==> src/rtl/mahs_pkg.sv <==
// Shared constants and register codes for the moving average hysteresis switch.
`timescale 1ns / 1ps
`default_nettype none

package mahs_pkg;

    localparam int WINDOW    = 10;
    localparam int SMP_W     = 12;
    localparam int SUM_W     = 16;
    localparam int PTR_W     = (WINDOW > 1) ? $clog2(WINDOW) : 1;
    localparam int CNT_W     = $clog2(WINDOW + 1);
    localparam int STEP_W    = $clog2(SUM_W);
    localparam int CFG_IDX_W = 1;

    localparam logic [CFG_IDX_W-1:0] REG_DARK  = CFG_IDX_W'(0);
    localparam logic [CFG_IDX_W-1:0] REG_LIGHT = CFG_IDX_W'(1);

    localparam logic [SMP_W-1:0] DARK_RESET  = SMP_W'(1500);
    localparam logic [SMP_W-1:0] LIGHT_RESET = SMP_W'(1900);
    localparam logic [SMP_W-1:0] AVG_MAX     = {SMP_W{1'b1}};

endpackage

`default_nettype wire

==> src/rtl/mahs_div.sv <==
// Restoring divider of the running sum by the fill count, one quotient bit per cycle.
`timescale 1ns / 1ps
`default_nettype none

module mahs_div
    import mahs_pkg::*;
(
    input  wire logic             i_clk,
    input  wire logic             i_rst_n,
    input  wire logic             i_start,
    input  wire logic [SUM_W-1:0] i_dividend,
    input  wire logic [CNT_W-1:0] i_divisor,
    output logic                  o_done,
    output logic [SUM_W-1:0]      o_quotient
);

    logic              r_busy;
    logic              r_done;
    logic [STEP_W-1:0] r_step;
    logic [SUM_W-1:0]  r_quo;
    logic [CNT_W-1:0]  r_rem;
    logic [CNT_W-1:0]  r_div;

    logic [CNT_W:0]    rem_shift;
    logic [CNT_W:0]    rem_diff;
    logic              fits;

    assign rem_shift = {r_rem, r_quo[SUM_W-1]};
    assign rem_diff  = rem_shift - {1'b0, r_div};
    assign fits      = rem_shift >= {1'b0, r_div};

    always_ff @(posedge i_clk) begin
        if (!i_rst_n) begin
            r_busy <= 1'b0;
            r_done <= 1'b0;
            r_step <= '0;
            r_quo  <= '0;
            r_rem  <= '0;
            r_div  <= '0;
        end else begin
            r_done <= 1'b0;
            if (i_start) begin
                r_busy <= 1'b1;
                r_step <= '0;
                r_quo  <= i_dividend;
                r_rem  <= '0;
                r_div  <= i_divisor;
            end else if (r_busy) begin
                r_quo <= {r_quo[SUM_W-2:0], fits};
                r_rem <= fits ? rem_diff[CNT_W-1:0] : rem_shift[CNT_W-1:0];
                r_step <= r_step + STEP_W'(1);
                if (r_step == STEP_W'(SUM_W - 1)) begin
                    r_busy <= 1'b0;
                    r_done <= 1'b1;
                end
            end
        end
    end

    assign o_done     = r_done;
    assign o_quotient = r_quo;

endmodule

`default_nettype wire

==> src/rtl/moving_average_hysteresis_switch.sv <==
// Top level: sample ring memory, running sum, fill count and hysteresis switch.
//
// Usage:
//   Input channel i_valid/o_ready carries one 12-bit light sample per request.
//   Output channel o_valid/i_ready carries average, output_on and changed,
//   exactly one result per accepted sample, in order.
//   Configuration: i_cfg_we writes i_cfg_data into register i_cfg_index
//   (0 dark threshold, 1 light threshold) at the clock edge, no wait.
//   Path: an accepted sample updates sum and count in S_UPDATE, then the
//   16-step serial divider of the sum by the fill count runs in S_DIV, and
//   S_OUT loads the output register. The block takes one sample at a time
//   and is ready again once the result is in the output register.
//   Stall: a result waits in the output register while i_ready is low; the
//   next sample may be accepted meanwhile and its result waits for that
//   register to free.
//   Reset (synchronous, i_rst_n low): ring empty, sum and count zero, switch
//   off, thresholds 1500 and 1900. No clearing pass: ring entries are read
//   only after they were written.
`timescale 1ns / 1ps
`default_nettype none

module moving_average_hysteresis_switch
    import mahs_pkg::*;
(
    input  wire logic                 i_clk,
    input  wire logic                 i_rst_n,
    input  wire logic                 i_valid,
    output logic                      o_ready,
    input  wire logic [SMP_W-1:0]     i_sample,
    output logic                      o_valid,
    input  wire logic                 i_ready,
    output logic [SMP_W-1:0]          o_average,
    output logic                      o_output_on,
    output logic                      o_changed,
    input  wire logic                 i_cfg_we,
    input  wire logic [CFG_IDX_W-1:0] i_cfg_index,
    input  wire logic [SMP_W-1:0]     i_cfg_data
);

    typedef enum logic [1:0] {
        S_IDLE,
        S_UPDATE,
        S_DIV,
        S_OUT
    } t_state;

    t_state            r_state;
    logic [SMP_W-1:0]  r_sample;
    logic [PTR_W-1:0]  r_ptr;
    logic [CNT_W-1:0]  r_count;
    logic [SUM_W-1:0]  r_sum;
    logic              r_switch;
    logic [SMP_W-1:0]  r_dark;
    logic [SMP_W-1:0]  r_light;
    logic              r_valid;
    logic [SMP_W-1:0]  r_average;
    logic              r_on;
    logic              r_changed;

    logic [SMP_W-1:0]  r_ring [WINDOW];
    logic [SMP_W-1:0]  r_rd_data;

    logic              accept;
    logic              full;
    logic [SUM_W-1:0]  n_sum;
    logic [CNT_W-1:0]  n_count;
    logic [PTR_W-1:0]  n_ptr;
    logic              div_done;
    logic [SUM_W-1:0]  div_quo;
    logic [SMP_W-1:0]  avg;
    logic              n_on;
    logic              n_changed;
    logic              out_free;

    assign accept   = i_valid && (r_state == S_IDLE);
    assign full     = r_count == CNT_W'(WINDOW);
    assign n_sum    = r_sum - (full ? SUM_W'(r_rd_data) : SUM_W'(0)) + SUM_W'(r_sample);
    assign n_count  = full ? r_count : r_count + CNT_W'(1);
    assign n_ptr    = (r_ptr == PTR_W'(WINDOW - 1)) ? '0 : r_ptr + PTR_W'(1);
    assign out_free = !r_valid || i_ready;

    assign avg = (|div_quo[SUM_W-1:SMP_W]) ? AVG_MAX : div_quo[SMP_W-1:0];

    always_comb begin
        n_on      = r_switch;
        n_changed = 1'b0;
        if (!r_switch && (avg < r_dark)) begin
            n_on      = 1'b1;
            n_changed = 1'b1;
        end else if (r_switch && (avg > r_light)) begin
            n_on      = 1'b0;
            n_changed = 1'b1;
        end
    end

    mahs_div u_div (
        .i_clk      (i_clk),
        .i_rst_n    (i_rst_n),
        .i_start    (r_state == S_UPDATE),
        .i_dividend (n_sum),
        .i_divisor  (n_count),
        .o_done     (div_done),
        .o_quotient (div_quo)
    );

    always_ff @(posedge i_clk) begin
        if (r_state == S_UPDATE) begin
            r_ring[r_ptr] <= r_sample;
        end
        if (accept) begin
            r_rd_data <= r_ring[r_ptr];
        end
    end

    always_ff @(posedge i_clk) begin
        if (!i_rst_n) begin
            r_dark  <= DARK_RESET;
            r_light <= LIGHT_RESET;
        end else if (i_cfg_we) begin
            case (i_cfg_index)
                REG_DARK:  r_dark  <= i_cfg_data;
                REG_LIGHT: r_light <= i_cfg_data;
                default: ;
            endcase
        end
    end

    always_ff @(posedge i_clk) begin
        if (!i_rst_n) begin
            r_state   <= S_IDLE;
            r_sample  <= '0;
            r_ptr     <= '0;
            r_count   <= '0;
            r_sum     <= '0;
            r_switch  <= 1'b0;
            r_valid   <= 1'b0;
            r_average <= '0;
            r_on      <= 1'b0;
            r_changed <= 1'b0;
        end else begin
            if (r_valid && i_ready && (r_state != S_OUT)) begin
                r_valid <= 1'b0;
            end
            case (r_state)
                S_IDLE: begin
                    if (accept) begin
                        r_sample <= i_sample;
                        r_state  <= S_UPDATE;
                    end
                end
                S_UPDATE: begin
                    r_sum   <= n_sum;
                    r_count <= n_count;
                    r_ptr   <= n_ptr;
                    r_state <= S_DIV;
                end
                S_DIV: begin
                    if (div_done) begin
                        r_state <= S_OUT;
                    end
                end
                S_OUT: begin
                    if (out_free) begin
                        r_valid   <= 1'b1;
                        r_average <= avg;
                        r_on      <= n_on;
                        r_changed <= n_changed;
                        r_switch  <= n_on;
                        r_state   <= S_IDLE;
                    end
                end
                default: begin
                    r_state <= S_IDLE;
                end
            endcase
        end
    end

    assign o_ready     = r_state == S_IDLE;
    assign o_valid     = r_valid;
    assign o_average   = r_average;
    assign o_output_on = r_on;
    assign o_changed   = r_changed;

endmodule

`default_nettype wire

==> config.mk <==
export PLATFORM = sky130hd
export DESIGN_NAME = moving_average_hysteresis_switch
export DESIGN_NICKNAME = d
export VERILOG_FILES = /design/src/rtl/mahs_pkg.sv /design/src/rtl/mahs_div.sv /design/src/rtl/moving_average_hysteresis_switch.sv
export SDC_FILE = /design/constraint.sdc
export NUM_CORES = 1
export LEC_CHECK = 0
export ABC_AREA = 1
export BUFFER_PORTS_ARGS = -buffer_cell sky130_fd_sc_hd__buf_2
export CAP_MARGIN = 0
export CORE_MARGIN = 4
export CORE_UTILIZATION = 60
export DETAILED_ROUTE_END_ITERATION = 7
export PLACE_DENSITY = 0.83
export SYNTH_ARGS = -nofsm -noshare
export SYNTH_HDL_FRONTEND = slang
export SYNTH_SLANG_ARGS = --single-unit
==> constraint.sdc <==
create_clock -name i_clk -period 4.15 [get_ports i_clk]
set_clock_uncertainty 0.15 [all_clocks]
set_input_delay 0.415 -clock i_clk [delete_from_list [all_inputs] [get_ports i_clk]]
set_output_delay 0.415 -clock i_clk [all_outputs]
set_load 0.01 [all_outputs]
# == Yosys cells after proc, flatten, opt, wreduce, memory -nomap -nowiden ==
# Memories as Yosys holds them, arrays and structs flattened. A register that Yosys moved wholly into a read port is not among the register bits.
# Cells that the tools add are included.
# totals
input_bits,30
n_memories,1
ramBits,120
regBits,103
out_inout_bits,16
# mem_list
name,depth,width,read_ports,rd_clocked_by_memory_dff,write_ports,line_no,source
r_ring,10,12,1,1,1,moving_average_hysteresis_switch.sv:60,logic [SMP_W-1:0] r_ring [WINDOW];
# op_classes
bitwise,4
n_eq_ne,10
n_addsub,6
n_lt_le_gt_ge,3
reduce_logical,21
mux,24
# op_table
op,n
16-bit two-way mux,2
12-bit two-way mux,2
16-bit by 12-bit adder with 16-bit output,1
16-bit by 12-bit subtractor with 16-bit output,1
1-bit two-way mux,13
4-bit by 1-bit adder with 4-bit output (second input constant),3
4-bit == test (second input constant),3
12-bit > comparator,1
12-bit < comparator,1
4-bit two-way mux,3
2-bit AND reduction,5
2-bit one-hot mux with 4 select lines,1
2-bit two-way mux,3
3-bit AND reduction,2
5-bit by 4-bit >= comparator with 1-bit output,1
1-bit logical AND,5
2-bit == test (second input constant),2
2-bit by 1-bit inequality test with 1-bit output (second input constant),2
2-bit inequality test (second input constant),2
1-bit NOT,4
2-bit nonzero test,2
4-bit OR reduction,1
4-bit subtractor,1
3-bit OR reduction,1
other kinds (5),6

# == Longest topological paths before layout ==
# logic_depth
word_depth,6
mapped_depth,17
mapped_depth_nobuf,16

# == Modules after synthesis ==
# A second synthesis with hierarchy kept.
# unflattened
cells_unflattened,1252
area_unflattened_um2,11355.9
# modules_own_cells
mod,n_inst,cells_per_inst,area_per_inst_um2,seq_area_each_um2
moving_average_hysteresis_switch,1,1036,9835.7,5505.3
mahs_div,1,216,1520.2,600.6

# == Worst setup path before layout ==
# Ideal clock, no wire load.
# synth_timing
kind,reg2reg
startpoint,"register, netlist name u_div.r_div[0]"
endpoint,"register u_div.r_quo[12], in the netlist u_div.o_quotient[12]"
t_required_ns,3.930
path_stages_with_launch,16
setup_ns,0.070
t_arrival_ns,2.675
slack_ns,1.256
synth_period_minus_slack_ns,2.894
path_cell_list,dfxtp_1 inv_1 ha_1 nand3_1 clkbuf_1 nor2_1 fa_1 inv_1 fa_1 nand3_1 nand3_1 nand3_1 nand3_1 nand2_1 nand3_1 a21oi_1
# synth_lines
element,line_no,source
to (signal assigned),mahs_div.sv:45,r_quo <= i_dividend;
to (signal assigned),mahs_div.sv:49,"r_quo <= {r_quo[SUM_W-2:0], fits};"
to (decl),mahs_div.sv:20,logic [SUM_W-1:0] r_quo;

==> results.yml <==
status:
  status: "finished clean"
die:
  die_x_microns: 144
  top_level_ports: 46
  die_area_sq_um: 20800
  start_util: 0.615
  core_sq_um: 18100
  die_y_microns: 144
  placement_rows: 49
cts:
  clock_sinks: 235
  post_cts_buffers: 0
  clk_path_buf_depth: 3
  clock-root-buffer: "clkbuf_16"
  clk_latency_ns: 0.54
  cts_hold_buf: 10
  cts_buffers: 26
  clk_pin_slew_ns: 0.06
  cts_tree: "done"
  cts_resized: 0
  cts_max_level: 1
layout:
  diodes: 0
  layout-drive-gt1-share: 0.127
  area_growth_pct: 12.5
  fin_cells: 1493
  nets: 1337
timing:
  timing.fmax_ghz: 0.300
  min_period_over_period: 0.803
  fin_crit_ns: 3.33
  setup_violations: 0
  whs_ns: 0.00230
  rsz0062_at_grt: "false"
  final.setup.tns_ns: 0
  hold_violations: 0
  maxSlewViolCount: 0
  tightest_slew_ns: 0.956
  relSlewSlack: 0.361
setup_path:
  r2r-end: "r_sum[15]"
  worstPathArrival_ns: 3.65
  start_kind: "flip-flop"
  cp_top_family: "simple AND/OR/NAND/NOR gates"
  cp_cell_sequence: "ha_1 > nand3_1 > nor2_1 > fa_1 > inv_1 > ha_1 > nand2_1 > inv_2 > nand2_1 > nand2_1 > a21oi_1 > nand2_1 > nand2_1 > nand3_2 > o21ai_2"
  slowest_delay_ns: 0.46
  r2r_slack_ns: 0.82
  r2r_cells: 15
  crit_buf_inv: 2
  crit_required_ns: 4.47
  reg2reg_from: "u_div.r_div[1]"
  crit_fanout: 13
  worstSetupPathType: "reg2reg"
  critical_path.most_common_cell: "nand2_1"
  cpMaxStageDelayCell: "fa_1"
  cp.depth: 15
  end_kind: "flip-flop"
synthesis:
  synth-compound-area-share: 0.130
  synth_simple_gate_area_frac: 0.164
  synth-main-ff-cell: "edfxtp_1"
  async_reset_ff_frac: 0
  netlist_top_cells_area: "edfxtp_1 (36%), dfxtp_1 (18%), nand2_1 (7.1%)"
  synth_top_area_frac: 0.355
  ys_seq_area_frac: 0.540
  synth_top_family_by_area: "simple AND/OR/NAND/NOR gates"
  synth.avg_cell_area_sq_um: 9.39
  synth_xor_area_frac: 0.00314
  synth-seq-cells: 235
  yosys_warnings: 0
  synth_area_sq_um: 11200
  ys_types: 45
  syn_inst: 1188
  synth.most_common_cell: "nand2_1"
  synth.area.mux_share: 0
  synthAdderAreaFrac: 0.0794
  synth_fp_nets: 1281
  synth_edf_count: 132
  synth_common_cells: "nand2_1 (212), inv_1 (173), edfxtp_1 (132)"
  yosys.area.top_type: "edfxtp_1"
min_path:
  min_path_cells: 3
  holdCritStartpoint: "i_sample[0]"
  min_path_type: "in2reg"
  min_to: "r_sample[0]"
detailed_routing:
  highest_layer: "met4"
  ant_nets: 0
  dr_wl_met3_mm: 1.65
  drt-total-wl_mm: 25.3
  dr_total_vias: 8466
  wl_per_cell_microns: 17.0
  dr.pass1.iters: 5
  route.met2.wl_mm: 12.2
  routedLengthMet1_mm: 11.0
  viasPerCell: 5.67
  drt_iter0_drc: 706
  drcViolationCount: 0
global_route:
  grt_pass1_vias: 8031
  grt_use_total: 0.244
  antenna_found_initial: 0
  grt_first_pass_wirelength_mm: 40.2
  overflow: 0
  grt_start_max_net_pins: 70
placed_design:
  portBuffers: 45
  finalWeightedCongestion: 0.926
  hpwl_mm: 16.8
  placed_cells_incl_taps: 1435
power:
  cellPowerDensity_nw_per_um2: 771
  leakage_nw: 5.30
  ir_worst_vdd_uv: 551
job:
  cap_violations: 0
-- worst register-to-register path, delay by kind of cell, from the launching register on --
family	cells	cell delay (ns)
flops	1	0.44
buf+inv	2	0.14
fa+ha+maj	3	0.93
compound gates	2	0.38
simple gates	8	1.23
-- state kept, by name, indices dropped and copies added (netlist names), 12 cells and up --
signal / cells
r_ring: 120
r_sum: 16
u_div.o_quotient: 16
o_average: 12
r_dark: 12
r_light: 12
r_rd_data: 12
r_sample: 12
-- cell families after synthesis --
kind of cell             Yosys count
AO/OA/AOI/OAI                    246
XOR/XNOR                           4
adder cells (fa/ha/maj)           63
buffers and inverters            228
flip-flops                       235
AND/OR/NAND/NOR                  412
-- stage by stage --
stage	utilization	setup WS [ns]	power, mW	cell area, sq um
2_1_floorplan	-	1.26	6.32	11200
3_3_place_gp	0.637	0.993	7.20	11600
3_5_place_dp	0.637	0.875	7.30	11600
4_1_cts	0.692	0.781	9.65	12500
5_1_grt	0.692	0.507	10.4	12500
6_report	0.692	0.816	9.68	12500
-- final cells by class --
type	count	area (sq um)
Clock inverter	9	131
Clock buffer	39	749
Tap cell	229	287
Inverter	183	687
Fill cell	1315	5600
Multi-Input combinational cell	725	4210
Sequential cell	235	6030
Timing Repair Buffer	73	460
-- metal layers --
metal,GRT usage,vias to the layer above
met5,0,-
met1,0.332,4030
met4,0.0574,0
met2,0.414,300
li1,-,4097
met3,0.0377,39
-- worst max path at each step --
stage	startpoint	slack (ns)	to
2_1_floorplan	u_div.r_div[0]	1.26	u_div.o_quotient[12]
3_3_place_gp	u_div.r_div[1]	0.99	u_div.o_quotient[15]
3_5_place_dp	u_div.r_div[1]	0.88	r_sum[6]
4_1_cts	u_div.r_div[1]	0.78	r_sum[15]
5_1_grt	u_div.r_div[1]	0.51	r_sum[15]
6_report	u_div.r_div[1]	0.82	r_sum[15]
-- cells in the final DEF, fill, tap and decap left out, types with 6 or more instances in the layout --
cell and count:
clkbuf_16 26, buf_4 18, a22oi_1 24, inv_1 173, dlygate4sd3_1 10, fa_1 13, nand2_1 212, a31oi_1 15
nand2_2 13, nor2_1 81, edfxtp_1 132, dfxtp_1 103, inv_2 10, buf_2 45, o22ai_1 9, a21oi_1 62
nand3_2 10, o21ai_0 89, ha_1 50, o211ai_1 27, o21ai_1 6, clkbuf_1 8, nand3_1 71
-- report_power, final --
part	internal, mW	switching (mW)	total [mW]
logic	1.37	2.74	4.12
clock network	1.39	0.924	2.31
registers	2.93	0.319	3.25
total	5.69	3.99	9.68
Note: power is estimated with default switching activity, not from simulation.
